<file path="src/design/modbus_rtu_request_framer_top_macros.svh">
// Assertion macros for the Modbus RTU request framer.
`ifndef MODBUS_RTU_REQUEST_FRAMER_TOP_MACROS_SVH
`define MODBUS_RTU_REQUEST_FRAMER_TOP_MACROS_SVH

// same-cycle implication, disabled during reset
`define MRF_CHECK_NOW(lbl, ante, cons) \
  lbl: assert property (@(posedge clk) disable iff (rst) (ante) |-> (cons)) \
    else $error("framer check failed");

// next-cycle implication, disabled during reset
`define MRF_CHECK_NEXT(lbl, ante, cons) \
  lbl: assert property (@(posedge clk) disable iff (rst) (ante) |=> (cons)) \
    else $error("framer check failed");

`endif

</file>
<file path="src/design/mrf_pkg.sv">
// Shared types, constants and CRC function for the Modbus RTU request framer.
package mrf_pkg;

  localparam int MAX_WRITE_REGS = 123;

  localparam logic [15:0] CRC_INIT = 16'hFFFF;
  localparam logic [15:0] CRC_POLY = 16'hA001;

  // job queue between front and back
  localparam int JQ_DEPTH = 4;
  localparam int JQ_AW    = 2;
  // result queue
  localparam int OQ_DEPTH = 4;
  localparam int OQ_AW    = 2;

  // configuration register indexes
  localparam logic [2:0] REG_CODE_READ         = 3'd0;
  localparam logic [2:0] REG_CODE_SINGLE_WRITE = 3'd1;
  localparam logic [2:0] REG_CODE_SINGLE_COIL  = 3'd2;
  localparam logic [2:0] REG_CODE_MULTI_WRITE  = 3'd3;
  localparam logic [2:0] REG_CODE_MULTI_COIL   = 3'd4;

  // job kinds
  localparam logic [2:0] KIND_BAD      = 3'd0;  // refused header: 8 zero bytes
  localparam logic [2:0] KIND_FULL     = 3'd1;  // 6 header bytes + crc
  localparam logic [2:0] KIND_OPEN     = 3'd2;  // 7 header bytes, payload follows
  localparam logic [2:0] KIND_ZERO     = 3'd3;  // 7 header bytes + crc
  localparam logic [2:0] KIND_DATA     = 3'd4;  // one payload byte
  localparam logic [2:0] KIND_DATA_END = 3'd5;  // last payload byte + crc

  typedef struct packed {
    logic [7:0] code_read;
    logic [7:0] code_single_write;
    logic [7:0] code_single_coil;
    logic [7:0] code_multi_write;
    logic [7:0] code_multi_coil;
  } codes_t;

  typedef struct packed {
    logic [2:0]  kind;
    logic [7:0]  dev_addr;
    logic [7:0]  func_code;
    logic [15:0] reg_addr;
    logic [15:0] reg_word;
    logic [7:0]  data_byte;
  } job_t;

  function automatic logic [15:0] crc_byte(input logic [15:0] c, input logic [7:0] b);
    logic [15:0] r;
    r = c ^ {8'd0, b};
    for (int n = 0; n < 8; n++) begin
      if (r[0]) r = (r >> 1) ^ CRC_POLY;
      else      r = r >> 1;
    end
    return r;
  endfunction

  function automatic logic is_header_kind(input logic [2:0] kind);
    return (kind == KIND_BAD) || (kind == KIND_FULL) ||
           (kind == KIND_OPEN) || (kind == KIND_ZERO);
  endfunction

endpackage

</file>
<file path="src/design/mrf_front.sv">
// Front end: classifies header and payload items, tracks the open frame, queues jobs.
module mrf_front (
  input  logic           clk,
  input  logic           rst,
  input  logic           push,
  output logic           full,
  input  logic           cmd,
  input  logic [7:0]     dev_addr,
  input  logic [7:0]     func_code,
  input  logic [15:0]    reg_addr,
  input  logic [15:0]    reg_word,
  input  logic [7:0]     data_byte,
  input  mrf_pkg::codes_t codes,
  output mrf_pkg::job_t   job,
  output logic           job_valid,
  input  logic           job_pop
);
  import mrf_pkg::*;

  logic             in_payload, in_payload_next;
  logic [7:0]       payload_left, payload_left_next;
  job_t             queue [JQ_DEPTH];
  logic [JQ_AW-1:0] wr_ptr, rd_ptr;
  logic [JQ_AW:0]   count;

  logic       accept, job_push;
  logic       single, multi, rd_code, refused;
  logic [7:0] byte_cnt;
  job_t       new_job;

  assign accept = push && !full;

  always_comb begin
    single   = (func_code == codes.code_single_write) || (func_code == codes.code_single_coil);
    multi    = !single &&
               ((func_code == codes.code_multi_write) || (func_code == codes.code_multi_coil));
    rd_code  = !single && !multi && (func_code == codes.code_read);
    refused  = (!single && !multi && !rd_code) ||
               (multi && (reg_word > 16'(MAX_WRITE_REGS)));
    byte_cnt = {reg_word[6:0], 1'b0};

    new_job.kind      = KIND_BAD;
    new_job.dev_addr  = dev_addr;
    new_job.func_code = func_code;
    new_job.reg_addr  = reg_addr;
    new_job.reg_word  = reg_word;
    new_job.data_byte = data_byte;
    job_push          = 1'b0;
    in_payload_next   = in_payload;
    payload_left_next = payload_left;

    if (accept) begin
      if (!cmd) begin
        // a header drops any open frame
        job_push          = 1'b1;
        in_payload_next   = 1'b0;
        payload_left_next = 8'd0;
        if (refused) begin
          new_job.kind = KIND_BAD;
        end else if (multi) begin
          if (byte_cnt == 8'd0) begin
            new_job.kind = KIND_ZERO;
          end else begin
            new_job.kind      = KIND_OPEN;
            in_payload_next   = 1'b1;
            payload_left_next = byte_cnt;
          end
        end else begin
          new_job.kind = KIND_FULL;
        end
      end else if (in_payload) begin
        job_push          = 1'b1;
        payload_left_next = payload_left - 8'd1;
        if (payload_left == 8'd1) begin
          new_job.kind    = KIND_DATA_END;
          in_payload_next = 1'b0;
        end else begin
          new_job.kind = KIND_DATA;
        end
      end
    end
  end

  always_ff @(posedge clk) begin
    if (rst) begin
      in_payload   <= 1'b0;
      payload_left <= 8'd0;
      wr_ptr       <= '0;
      rd_ptr       <= '0;
      count        <= '0;
    end else begin
      in_payload   <= in_payload_next;
      payload_left <= payload_left_next;
      if (job_push) wr_ptr <= wr_ptr + 1'b1;
      if (job_pop)  rd_ptr <= rd_ptr + 1'b1;
      case ({job_push, job_pop})
        2'b10:   count <= count + 1'b1;
        2'b01:   count <= count - 1'b1;
        default: count <= count;
      endcase
    end
  end

  always_ff @(posedge clk) begin
    if (job_push) queue[wr_ptr] <= new_job;
  end

  assign full      = (count == (JQ_AW+1)'(JQ_DEPTH));
  assign job_valid = (count != '0);
  assign job        = queue[rd_ptr];

endmodule

</file>
<file path="src/design/mrf_back.sv">
// Back end: serializes queued jobs into frame bytes with the running CRC, plus result queue.
module mrf_back (
  input  logic          clk,
  input  logic          rst,
  input  mrf_pkg::job_t job,
  input  logic          job_valid,
  output logic          job_pop,
  output logic          empty,
  input  logic          pop,
  output logic [7:0]    frame_byte,
  output logic          last_byte,
  output logic          bad_request
);
  import mrf_pkg::*;

  logic [3:0]  idx;
  logic [15:0] crc, crc_next, crc_in;

  logic [7:0]       oq_byte [OQ_DEPTH];
  logic             oq_last [OQ_DEPTH];
  logic             oq_bad  [OQ_DEPTH];
  logic [OQ_AW-1:0] owr_ptr, ord_ptr;
  logic [OQ_AW:0]   ocount;

  logic       emit, oq_pop, has_crc, is_bad, at_end;
  logic [3:0] n_data, len;
  logic [7:0] data_val, out_val;
  logic       out_last;

  assign is_bad = (job.kind == KIND_BAD);
  assign oq_pop = pop && !empty;
  assign emit   = job_valid && (ocount != (OQ_AW+1)'(OQ_DEPTH));

  always_comb begin
    case (job.kind)
      KIND_BAD:      begin n_data = 4'd8; has_crc = 1'b0; end
      KIND_FULL:     begin n_data = 4'd6; has_crc = 1'b1; end
      KIND_OPEN:     begin n_data = 4'd7; has_crc = 1'b0; end
      KIND_ZERO:     begin n_data = 4'd7; has_crc = 1'b1; end
      KIND_DATA:     begin n_data = 4'd1; has_crc = 1'b0; end
      KIND_DATA_END: begin n_data = 4'd1; has_crc = 1'b1; end
      default:       begin n_data = 4'd1; has_crc = 1'b0; end
    endcase
    len    = has_crc ? n_data + 4'd2 : n_data;
    at_end = (idx == len - 4'd1);

    if (job.kind == KIND_DATA || job.kind == KIND_DATA_END) begin
      data_val = job.data_byte;
    end else begin
      case (idx)
        4'd0:    data_val = job.dev_addr;
        4'd1:    data_val = job.func_code;
        4'd2:    data_val = job.reg_addr[15:8];
        4'd3:    data_val = job.reg_addr[7:0];
        4'd4:    data_val = job.reg_word[15:8];
        4'd5:    data_val = job.reg_word[7:0];
        4'd6:    data_val = {job.reg_word[6:0], 1'b0};  // byte count
        default: data_val = 8'd0;
      endcase
    end

    // a header restarts the CRC, dropping any unfinished frame
    crc_in = (is_header_kind(job.kind) && idx == 4'd0) ? CRC_INIT : crc;

    if (is_bad)               out_val = 8'd0;
    else if (idx < n_data)    out_val = data_val;
    else if (idx == n_data)   out_val = crc[7:0];
    else                      out_val = crc[15:8];

    out_last = is_bad ? (idx == 4'd7) : (has_crc && at_end);

    if (is_bad || (has_crc && at_end)) crc_next = CRC_INIT;
    else if (idx < n_data)             crc_next = crc_byte(crc_in, data_val);
    else                               crc_next = crc;
  end

  assign job_pop = emit && at_end;

  always_ff @(posedge clk) begin
    if (rst) begin
      idx     <= 4'd0;
      crc     <= CRC_INIT;
      owr_ptr <= '0;
      ord_ptr <= '0;
      ocount  <= '0;
    end else begin
      if (emit) begin
        idx <= at_end ? 4'd0 : idx + 4'd1;
        crc <= crc_next;
        owr_ptr <= owr_ptr + 1'b1;
      end
      if (oq_pop) ord_ptr <= ord_ptr + 1'b1;
      case ({emit, oq_pop})
        2'b10:   ocount <= ocount + 1'b1;
        2'b01:   ocount <= ocount - 1'b1;
        default: ocount <= ocount;
      endcase
    end
  end

  always_ff @(posedge clk) begin
    if (emit) begin
      oq_byte[owr_ptr] <= out_val;
      oq_last[owr_ptr] <= out_last;
      oq_bad[owr_ptr]  <= is_bad;
    end
  end

  assign empty       = (ocount == '0);
  assign frame_byte  = oq_byte[ord_ptr];
  assign last_byte   = oq_last[ord_ptr];
  assign bad_request = oq_bad[ord_ptr];

endmodule

</file>
<file path="src/design/modbus_rtu_request_framer_top.sv">
// Top level of the Modbus RTU request framer: config registers, front and back ends.
//
// Input channel: push/full. An item is taken at a clock edge with push high and
// full low. A header item (cmd 0) opens a frame; payload items (cmd 1) carry the
// data bytes of a multiple write and are dropped when no frame is open.
// Result channel: empty/pop. frame_byte, last_byte and bad_request show the
// oldest byte while empty is low; pop takes it.
// Config: wr_en/wr_index/wr_data write one function code register per edge, the
// one picked by wr_index; write only while no item is in flight.
// The first byte of an item is written through the job queue and then the result queue,
// both registered, before it shows on the result ports and can be popped.
// The byte serializer emits one byte per cycle while the result queue has room, so
// a payload item gives one byte (three for the last one, which carries the CRC), and a
// header item gives 7 to 9 bytes. A four-entry job queue between the
// classifier and the serializer lets headers be taken while the serializer works.
// Reset (rst, synchronous) empties both queues, closes any open frame, restores
// the function codes and sets the CRC to 0xFFFF.
// When the receiver stops popping, the four-entry result queue fills, the
// serializer holds, the job queue fills and full rises; nothing is lost.
module modbus_rtu_request_framer_top (
  input  logic        clk,
  input  logic        rst,
  input  logic        push,
  output logic        full,
  input  logic        cmd,
  input  logic [7:0]  dev_addr,
  input  logic [7:0]  func_code,
  input  logic [15:0] reg_addr,
  input  logic [15:0] reg_word,
  input  logic [7:0]  data_byte,
  output logic        empty,
  input  logic        pop,
  output logic [7:0]  frame_byte,
  output logic        last_byte,
  output logic        bad_request,
  input  logic        wr_en,
  input  logic [2:0]  wr_index,
  input  logic [7:0]  wr_data
);
  import mrf_pkg::*;

  `include "modbus_rtu_request_framer_top_macros.svh"

  codes_t codes;
  job_t   job;
  logic   job_valid, job_pop;

  always_ff @(posedge clk) begin
    if (rst) begin
      codes.code_read         <= 8'd3;
      codes.code_single_write <= 8'd6;
      codes.code_single_coil  <= 8'd5;
      codes.code_multi_write  <= 8'd16;
      codes.code_multi_coil   <= 8'd15;
    end else if (wr_en) begin
      case (wr_index)
        REG_CODE_READ:         codes.code_read         <= wr_data;
        REG_CODE_SINGLE_WRITE: codes.code_single_write <= wr_data;
        REG_CODE_SINGLE_COIL:  codes.code_single_coil  <= wr_data;
        REG_CODE_MULTI_WRITE:  codes.code_multi_write  <= wr_data;
        REG_CODE_MULTI_COIL:   codes.code_multi_coil   <= wr_data;
        default:               codes <= codes;
      endcase
    end
  end

  mrf_front u_front (
    .clk       (clk),
    .rst       (rst),
    .push      (push),
    .full      (full),
    .cmd       (cmd),
    .dev_addr  (dev_addr),
    .func_code (func_code),
    .reg_addr  (reg_addr),
    .reg_word  (reg_word),
    .data_byte (data_byte),
    .codes     (codes),
    .job       (job),
    .job_valid (job_valid),
    .job_pop   (job_pop)
  );

  mrf_back u_back (
    .clk         (clk),
    .rst         (rst),
    .job         (job),
    .job_valid   (job_valid),
    .job_pop     (job_pop),
    .empty       (empty),
    .pop         (pop),
    .frame_byte  (frame_byte),
    .last_byte   (last_byte),
    .bad_request (bad_request)
  );

  // a refused frame is all zeros
  `MRF_CHECK_NOW(a_bad_is_zero, (!empty && bad_request), (frame_byte == 8'd0))
  // every accepted header leaves a job for the serializer
  `MRF_CHECK_NEXT(a_header_queued, (push && !full && !cmd), job_valid)
  // a job stays queued until the serializer finishes it
  `MRF_CHECK_NEXT(a_job_held, (job_valid && !job_pop), job_valid)
  // the serializer only finishes a job it has
  `MRF_CHECK_NOW(a_pop_has_job, job_pop, job_valid)

endmodule

</file>
<file path="config.mk">
export PLATFORM = sky130hd
export DESIGN_NAME = modbus_rtu_request_framer_top
export DESIGN_NICKNAME = d
export VERILOG_FILES = /design/src/design/mrf_pkg.sv /design/src/design/mrf_front.sv /design/src/design/mrf_back.sv /design/src/design/modbus_rtu_request_framer_top.sv
export VERILOG_INCLUDE_DIRS = /design/src /design/src/design
export SDC_FILE = /design/constraint.sdc
export NUM_CORES = 1
export LEC_CHECK = 0
export CELL_PAD_IN_SITES_DETAIL_PLACEMENT = 2
export CELL_PAD_IN_SITES_GLOBAL_PLACEMENT = 2
export CORE_MARGIN = 5
export CORE_UTILIZATION = 40
export CTS_CLUSTER_SIZE = 10
export DETAILED_ROUTE_END_ITERATION = 12
export DONT_BUFFER_PORTS = 1
export PLACE_DENSITY_LB_ADDON = 0.1
export SLEW_MARGIN = 20
export SYNTH_ARGS = -nofsm -noshare
export SYNTH_HDL_FRONTEND = slang
export SYNTH_SLANG_ARGS = --single-unit
export TNS_END_PERCENT = 5
</file>
<file path="constraint.sdc">
create_clock -name clk -period 5.3 [get_ports clk]
set_clock_uncertainty 0.1 [all_clocks]
set_input_delay 0.795 -clock clk [delete_from_list [all_inputs] [get_ports clk]]
set_output_delay 0.795 -clock clk [all_outputs]
set_load 0.05 [all_outputs]
</file>
### Yosys cells after proc, flatten, opt, wreduce, memory -nomap -nowiden

Memory sizes are Yosys's and may differ from the RTL's. A register that Yosys moved wholly into a read port is not among the register bits.
Cells that the tools add are included.
Widths: inputs -> output; s select.

* flip-flop bits (word level): 83
* latch bits: 0
* memory bits (writable): 276
* ROM bits: 0
* output and inout port bits: 12
* memories kept: 4

Memories
* u_front.queue: depth 4, bits a word 59, rd ports 1, clocked after Yosys merged registers in 1, write ports 1, RTL line mrf_front.sv:22 `job_t queue [JQ_DEPTH];`
* u_back.oq_byte: depth 4, bits a word 8, rd ports 1, clocked after Yosys merged registers in 1, write ports 1, RTL line mrf_back.sv:19 `logic [7:0] oq_byte [OQ_DEPTH];`
* u_back.oq_bad: depth 4, bits a word 1, rd ports 1, clocked after Yosys merged registers in 1, write ports 1, RTL line mrf_back.sv:21 `logic oq_bad [OQ_DEPTH];`
* u_back.oq_last: depth 4, bits a word 1, rd ports 1, clocked after Yosys merged registers in 1, write ports 1, RTL line mrf_back.sv:20 `logic oq_last [OQ_DEPTH];`

* $add $sub $neg: 12
* multiply operators: 0
* div/mod/pow operators: 0
* order comparisons: 2
* eq/ne operators: 31
* shifts and indexed selects: 0
* mux-type cells: 70
* bitwise operators: 9
* reduce and logical (&&, ||, !) cells: 42

Operator list (number)
* $mux 16: 25
* $mux 8: 9
* $pmux 8 s7: 1
* $eq 8x8->1: 5
* $not 2->3: 8
* $mux 2: 9
* $mux 1: 17
* $eq 4x3->1 const B: 4
* $gt 16x7->1 const B: 1
* $xor 16x8->16: 1
* $reduce_and 2->1: 7
* $eq 3x2->1 const B: 4
* $eq 3x3->1 const B: 4
* $mux 3: 4
* $pmux 3 s2: 2
* $pmux 4 s3: 1
* $logic_and 1x1->1: 11
* $logic_not 3->1: 3
* $add 2x1->2 const B: 4
* $eq 4x2->1 const B: 2
* $eq 4x4->1: 2
* $eq 8x1->1 const B: 1
* $logic_or 1x1->1: 8
* $mux 4: 2
* 20 further kinds: 31

### Longest topological paths before layout

Gate-level depths: netlist of run 1.

* word-level depth: 39
* gate-level depth with buffers: 19
* mapped depth without buffers: 16

### By module

Synthesis of run 1 repeated with hierarchy kept, for this count alone.

* cell total of the unflattened synthesis: 1041
* area, all modules: 15875.2 um2

By module, submodules not included
* mrf_front: instances 1, cells an instance 512, area each 10163.5 um2, seq. area each 7447.1 um2
* mrf_back: instances 1, cells an instance 378, area each 4092.7 um2, seq. area each 1781.7 um2
* modbus_rtu_request_framer_top: instances 1, cells an instance 151, area each 1619.1 um2, seq. area each 800.8 um2

### Worst setup path after synthesis of run 1

Ideal clock, no wire load.

* kind: register to register
* start: register with a tool-made name
* end: register u_front.count[2]
* arrival time: 4.370 ns
* slack: 0.760 ns
* cell stages (with the launch flop): 18
* period minus slack after synthesis: 4.540 ns
* cells stage by stage: dfxtp_1 -> buf_6 -> buf_6 -> mux4_2 -> nor3_2 -> clkbuf_1 -> inv_1 -> ha_1 -> a32oi_1 -> xor3_1 -> nor4_1 -> and2_0 -> ha_1 -> inv_1 -> fa_1 -> xor2_1 -> or3_1 -> a21oi_1

RTL lines
* end signal, assigned: RTL line mrf_front.sv:97 `2'b10: count <= count + 1'b1;`
* end signal, assigned: RTL line mrf_front.sv:98 `2'b01: count <= count - 1'b1;`
* end signal, assigned: RTL line mrf_front.sv:99 `default: count <= count;`
* end, declared: RTL line mrf_front.sv:24 `logic [JQ_AW:0] count;`

==> results.sh, run 1 <==
export IMPL_cts_sinks=363
export IMPL_netlist_cell_type_count=73
export IMPL_fmax_mhz=227.5
export IMPL_setup_slack_ps=905.2
export IMPL_clk_pin_slew_ps=60
export IMPL_ys_ff_latch=363
export IMPL_gp_congestion=0.7658
export IMPL_portBuffers=0
export IMPL_seqCellArea_sq_um=10030
export IMPL_die_height_um=209.1
export IMPL_async_flop_share=0
export IMPL_start_util=0.4019
export IMPL_n_fill_cell=3892
export IMPL_diodes=0
export IMPL_drt_initial_drc_count=514
export IMPL_drt_total_wl_um=43980
export IMPL_setup_tns_ps=0
export IMPL_ctsResizeCount=0
export IMPL_hold_viol=0
export IMPL_num_vias=9508
export IMPL_clockBufferDepth=3
export IMPL_fin_cells=1724
export IMPL_antenna_found_initial=1
export IMPL_synth_cells=1162
export IMPL_place_inst=1646
export IMPL_powerDensity_nw_per_um2=448.1
export IMPL_first_pass_iters=5
export IMPL_layout_drive_gt1_share=0.1059
export IMPL_worstHoldPathType="input pin to flip-flop"
export IMPL_cp_required_ps=5710
export IMPL_post_cts_buffers=0
export IMPL_status="finished, final reports clean"
export IMPL_post_route_min_period_ps=4395
export IMPL_crit_path_end_kind="flip-flop"
export IMPL_cts_max_level=2
export IMPL_hold_slack_ps=201.5
export IMPL_pre_cts_slack_ps=871.3
export IMPL_peakVddDrop_v=0.0002898
export IMPL_area_delta_synth_final_pct=11.42
export IMPL_worstMarginPinSlew_ps=1061
export IMPL_rsz0062_at_grt="false"
export IMPL_io_pins=85
export IMPL_leakagePower_nw=5.656
export IMPL_slew_headroom=0.2898
export IMPL_grt_pass1_wl_um=67140
export IMPL_post_drt_wl_per_cell_um=25.51
export IMPL_viasPerCell=5.515
export IMPL_yosys_warnings=0
export IMPL_maxCapViolations=0
export IMPL_synth_nets=1259
export IMPL_cts_tree="yes"
export IMPL_dieWidth_um=209.1
export IMPL_root_buffer="clkbuf_16"
export IMPL_startpoint_type="flip-flop"
export IMPL_final_core_util=0.4478
export IMPL_dieArea_sq_um=43730
export IMPL_drv_slew=0
export IMPL_core_rowCount=73
export IMPL_syn_cell_area_sq_um=15860
export IMPL_synth_main_ff_cell="edfxtp_1"
export IMPL_finalNetCount=1263
export IMPL_synth_edf_count=276
export IMPL_setup_viol=0
export IMPL_avgSynthCellArea_sq_um=13.65
export IMPL_drc=0
export IMPL_clock_latency_ps=590
export IMPL_cp_arrival_ps=4800
export IMPL_grt_overflow_total=0
export IMPL_crit_type="flip-flop to flip-flop"
export IMPL_worstPathMaxFanout=8
export IMPL_multi_input_area_sq_um=5424
export IMPL_ctsHoldBuffers=0
export IMPL_postRouteAntennaNets=0
export IMPL_dp_hpwl_um=29500
export IMPL_grt_total_usage=0.2006
export IMPL_cts_buffers=43
export IMPL_min_period_over_period=0.8292
export IMPL_core_sq_um=39460
export IMPL_grt_pass1_vias=10490
export IMPL_synth_sequential_area_ratio=0.6324
export IMPL_grt_max_degree=96
==> registers in the layout, summed over array words and instances, names as in the netlist, named ones only <==
signal	cells
u_back.idx	4
codes	40
u_back.ocount	3
u_back.oq_byte	32
u_front.wr_ptr	2
u_back.oq_bad	4
u_front.queue	236
u_back.crc	16
u_back.ord_ptr	2
u_front.rd_ptr	2
u_back.owr_ptr	2
u_front.count	3
u_front.payload_left	8
u_front.in_payload	1
u_back.oq_last	4
==> worst max-delay path, stage by stage, from the launching register on <==
cell	delay (ps)
dfxtp_2	400
mux4_2	610
nor2_1	230
inv_1	70
ha_1	290
a32oi_1	220
xor3_1	340
nor4_1	460
and2_0	310
ha_1	220
inv_1	60
fa_1	400
xor2_1	180
or3_1	310
a21oi_1	130
==> cell usage after synthesis, types with 4 or more instances <==
| cell | instances | area share |
|---|---|---|
| o22ai_1 | 39 | 0.015 |
| a311oi_1 | 4 | 0.0022 |
| inv_1 | 23 | 0.0054 |
| mux4_2 | 31 | 0.044 |
| buf_4 | 7 | 0.0033 |
| dfxtp_1 | 87 | 0.11 |
| a211oi_1 | 11 | 0.0052 |
| ha_1 | 22 | 0.017 |
| mux2_2 | 5 | 0.0036 |
| o21bai_1 | 14 | 0.0066 |
| clkbuf_1 | 31 | 0.0073 |
| and2_1 | 10 | 0.0039 |
| a22oi_1 | 5 | 0.0024 |
| nor3_1 | 29 | 0.0092 |
| nor2_1 | 79 | 0.019 |
| nand4_1 | 6 | 0.0024 |
| nand3b_1 | 14 | 0.0066 |
| nand2_1 | 103 | 0.024 |
| o21ai_0 | 11 | 0.0035 |
| nand2b_1 | 6 | 0.0024 |
| buf_2 | 5 | 0.0016 |
| nand4bb_1 | 4 | 0.0028 |
| nor4_1 | 16 | 0.0063 |
| nand3_1 | 15 | 0.0047 |
| buf_6 | 11 | 0.0078 |
| and3_1 | 5 | 0.0020 |
| xnor2_1 | 43 | 0.024 |
| nor2b_1 | 11 | 0.0043 |
| xor2_1 | 42 | 0.023 |
| edfxtp_1 | 276 | 0.52 |
| a21oi_1 | 45 | 0.014 |
| mux2i_1 | 87 | 0.055 |
==> where the power goes <==
group / switching [W] / internal, W
sequential: 0.000111 / 0.00328
combinational: 0.00109 / 0.000691
clock: 0.00116 / 0.00158
total: 0.00236 / 0.00556
==> through the flow <==
step	power, W	instance area (sq um)
after detailed placement	0.005258	16380
after CTS	0.008038	17670
after floorplan	0.004807	15860
after global routing	0.008308	17670
final	0.007919	17670
after global placement	0.005204	16380
==> per-layer routing <==
layer / part of all wire / up-vias / wire length [um] / track usage
met4: 0.019 / 0 / 820 / 0.04500
met3: 0.049 / 61 / 2157 / 0.04624
met5: 0 / - / 0 / 0
met1: 0.45 / 4911 / 19590 / 0.2691
met2: 0.49 / 174 / 21420 / 0.3351
li1: - / 4362 / - / -
==> cell families (layout without fill, tap and decap cells) <==
| logic type | Yosys count | after routing | synth area share |
|---|---|---|---|
| flip-flops | 363 | 363 | 0.6324 |
| multiplexers | 123 | 123 | 0.1025 |
| AO/OA/AOI/OAI | 155 | 155 | 0.06296 |
| adder cells (fa/ha/maj) | 24 | 24 | 0.01988 |
| AND/OR/NAND/NOR | 329 | 329 | 0.1047 |
| XOR/XNOR | 88 | 88 | 0.05136 |
| buffers and inverters | 80 | 117 | 0.02619 |
==> cell type report <==
class,count,area share
multi-input combinational,719,0.3069
clock inverter,4,0.003257
tap,525,0.03717
sequential,363,0.5679
inverter,24,0.005098
timing repair buffer,15,0.009913
clock buffer,74,0.06974
==> final timing paths <==
check / start / endpoint / slack (ps) / depth (start not counted)
worst max register to register: flip-flop / u_front.count[2] / 910 / 14
worst min register to register: codes[6] / codes[6] / 370 / 2
worst min-delay path: dev_addr[3] / u_front.queue[0][51] / 200 / 0
worst max-delay path: flip-flop / u_front.count[2] / 910 / 14
==> cell usage in the layout (no fill, tap or decap), types with 4 or more instances in the layout <==
master,count
and3_1,5
a211oi_1,11
and2_1,6
a21oi_1,45
nor3_1,28
clkbuf_8,4
nor2b_1,11
o21ai_0,11
dfxtp_1,85
a311oi_1,4
ha_1,22
clkbuf_1,27
edfxtp_1,276
clkbuf_16,43
o22ai_1,39
nand4bb_1,4
mux2_2,5
nor2_1,79
nand4_1,6
a22oi_1,5
inv_1,23
xor2_1,42
nand2b_1,6
nand3b_1,14
mux4_2,31
and2_2,4
xnor2_1,43
buf_4,10
nor4_1,16
mux2i_1,87
nand2_1,103
nand3_1,15
o21bai_1,14
buf_12,5
No activity file was read; power rests on OpenSTA's default activity.
==> inputs of run 2 (changes only) <==
- clock period: 5.3 -> 3.9 ns (I/O delays scaled with it)
==> results.sh, run 2 (synthesized netlist as in run 1, its figures left out) <==
export IMPL_portBuffers=0
export IMPL_crit_path_end_kind="flip-flop"
export IMPL_grt_pass1_wl_um=70770
export IMPL_worstPathMaxFanout=19
export IMPL_clock_latency_ps=570
export IMPL_start_util=0.4019
export IMPL_drc=0
export IMPL_grt_overflow_total=0
export IMPL_clockBufferDepth=3
export IMPL_worstHoldPathType="input pin to flip-flop"
export IMPL_clk_pin_slew_ps=60
export IMPL_area_delta_synth_final_pct=18.28
export IMPL_dieWidth_um=209.1
export IMPL_drv_slew=0
export IMPL_postRouteAntennaNets=0
export IMPL_hold_viol=0
export IMPL_top_usage_layer="met2"
export IMPL_cts_buffers=44
export IMPL_largest_register="u_front.queue"
export IMPL_setup_viol=0
export IMPL_post_drt_wl_per_cell_um=25.35
export IMPL_leakagePower_nw=6.180
export IMPL_cp_arrival_ps=4190
export IMPL_placed_cell_area_sq_um=16800
export IMPL_grt_use_met3=0.03783
export IMPL_grtUsageMet1=0.2915
export IMPL_status="finished, final reports clean"
export IMPL_layout_common_cells="276 x edfxtp_1, 102 x nand2_1, 87 x mux2i_1, 85 x dfxtp_1, 77 x nor2_1"
export IMPL_cts_tree="yes"
export IMPL_grt_total_usage=0.2114
export IMPL_cts_sinks=363
export IMPL_cp_required_ps=4250
export IMPL_io_pins=85
export IMPL_first_pass_iters=5
export IMPL_core_sq_um=39460
export IMPL_drt_initial_drc_count=675
export IMPL_layout_commonest_cell="edfxtp_1"
export IMPL_post_route_min_period_ps=3844
export IMPL_num_vias=9923
export IMPL_gp_congestion=0.8238
export IMPL_crit_type="flip-flop to flip-flop"
export IMPL_viasPerCell=5.434
export IMPL_rsz0062_at_grt="true"
export IMPL_design_area_sq_um=18760
export IMPL_finalNetCount=1372
export IMPL_fmax_mhz=260.1
export IMPL_powerDensity_nw_per_um2=593.3
export IMPL_setup_tns_ps=0
export IMPL_core_rowCount=73
export IMPL_use_met2=0.3480
export IMPL_dieArea_sq_um=43730
export IMPL_drt_total_wl_um=46280
export IMPL_min_period_over_period=0.9857
export IMPL_antenna_found_initial=0
export IMPL_peakVddDrop_v=0.0004222
export IMPL_slew_headroom=0.3930
export IMPL_diodes=0
export IMPL_maxCapViolations=0
export IMPL_cts_max_level=2
export IMPL_grt_max_degree=57
export IMPL_die_height_um=209.1
export IMPL_worstMarginPinSlew_ps=907.2
export IMPL_grt_pass1_vias=11030
export IMPL_layout_drive_gt1_share=0.1499
export IMPL_n_fill_cell=3831
export IMPL_reg_largest_list="u_front.queue: 236 flops, codes: 40 flops, u_back.oq_byte: 32 flops"
export IMPL_dp_hpwl_um=30920
export IMPL_startpoint_type="flip-flop"
export IMPL_root_buffer="clkbuf_16"
export IMPL_largest_reg_flops=236
-- run 2: metal layers --
metal / vias to the layer above / wire (um)
met2: 197 / 22220
met4: 0 / 991
met3: 59 / 2100
met5: - / 0
li1: 4576 / -
met1: 5091 / 20970
-- run 2: timing repair --
item,in CTS,in global routing
pin swaps,2,1
endpoints found under the setup margin,8,16
hold buffers,59,0
endpoints found under the hold margin,274,0
setup buffers,2,0
resized for setup,12,6
-- run 2: layout make-up --
class | instances | area (sq um) | share of cell area
Inverter | 24 | 92.59 | 0.004936
Clock buffer | 65 | 1200 | 0.06397
Timing Repair Buffer | 123 | 1191 | 0.06350
Clock inverter | 7 | 48.80 | 0.002601
Multi-Input combinational cell | 719 | 5532 | 0.2949
Sequential cell | 363 | 10040 | 0.5351
Tap cell | 525 | 656.9 | 0.03502
-- run 2: path summary, 6_finish.rpt --
check | slack (ps) | start | to | cells past startpoint
min | 30 | func_code[5] | u_front.queue[1][45] | 0
max | 60 | flip-flop | u_back.crc[0] | 12
min reg2reg | 370 | codes[7] | codes[7] | 2
max reg2reg | 60 | flip-flop | u_back.crc[0] | 12
-- run 2: metrics by stage --
stage	std cells	hold slack (ps)	utilization	worst slack, ps	power [W]
2_1_floorplan	1162	345.4	-	-105.8	0.006552
3_3_place_gp	1693	350.2	0.4259	103.4	0.007346
3_5_place_dp	1693	358.3	0.4259	-62.21	0.007417
4_1_cts	1826	0.2106	0.4748	6.078	0.01125
5_1_grt	1826	3.477	0.4754	-171.1	0.01167
6_report	1826	27.81	0.4754	55.80	0.01113
-- run 2: report_power, final --
| group | leakage (nW) | switching [W] | total, W | internal, W |
|---|---|---|---|---|
| sequential | 3.20 | 0.000152 | 0.00461 | 0.00446 |
| clock | 0.608 | 0.00155 | 0.00366 | 0.00211 |
| combinational | 2.37 | 0.00160 | 0.00285 | 0.00125 |
-- run 2: critical path, stage by stage (launching register included) --
cell and delay [ps]:
dfxtp_4 390, buf_12 200, buf_4 190, mux2i_1 400, o22ai_1 130, nor4_1 340, nand3_1 240, a22o_1 310
xnor2_2 240, xnor3_2 370, xnor3_1 430, nor3_1 70, a311oi_1 290
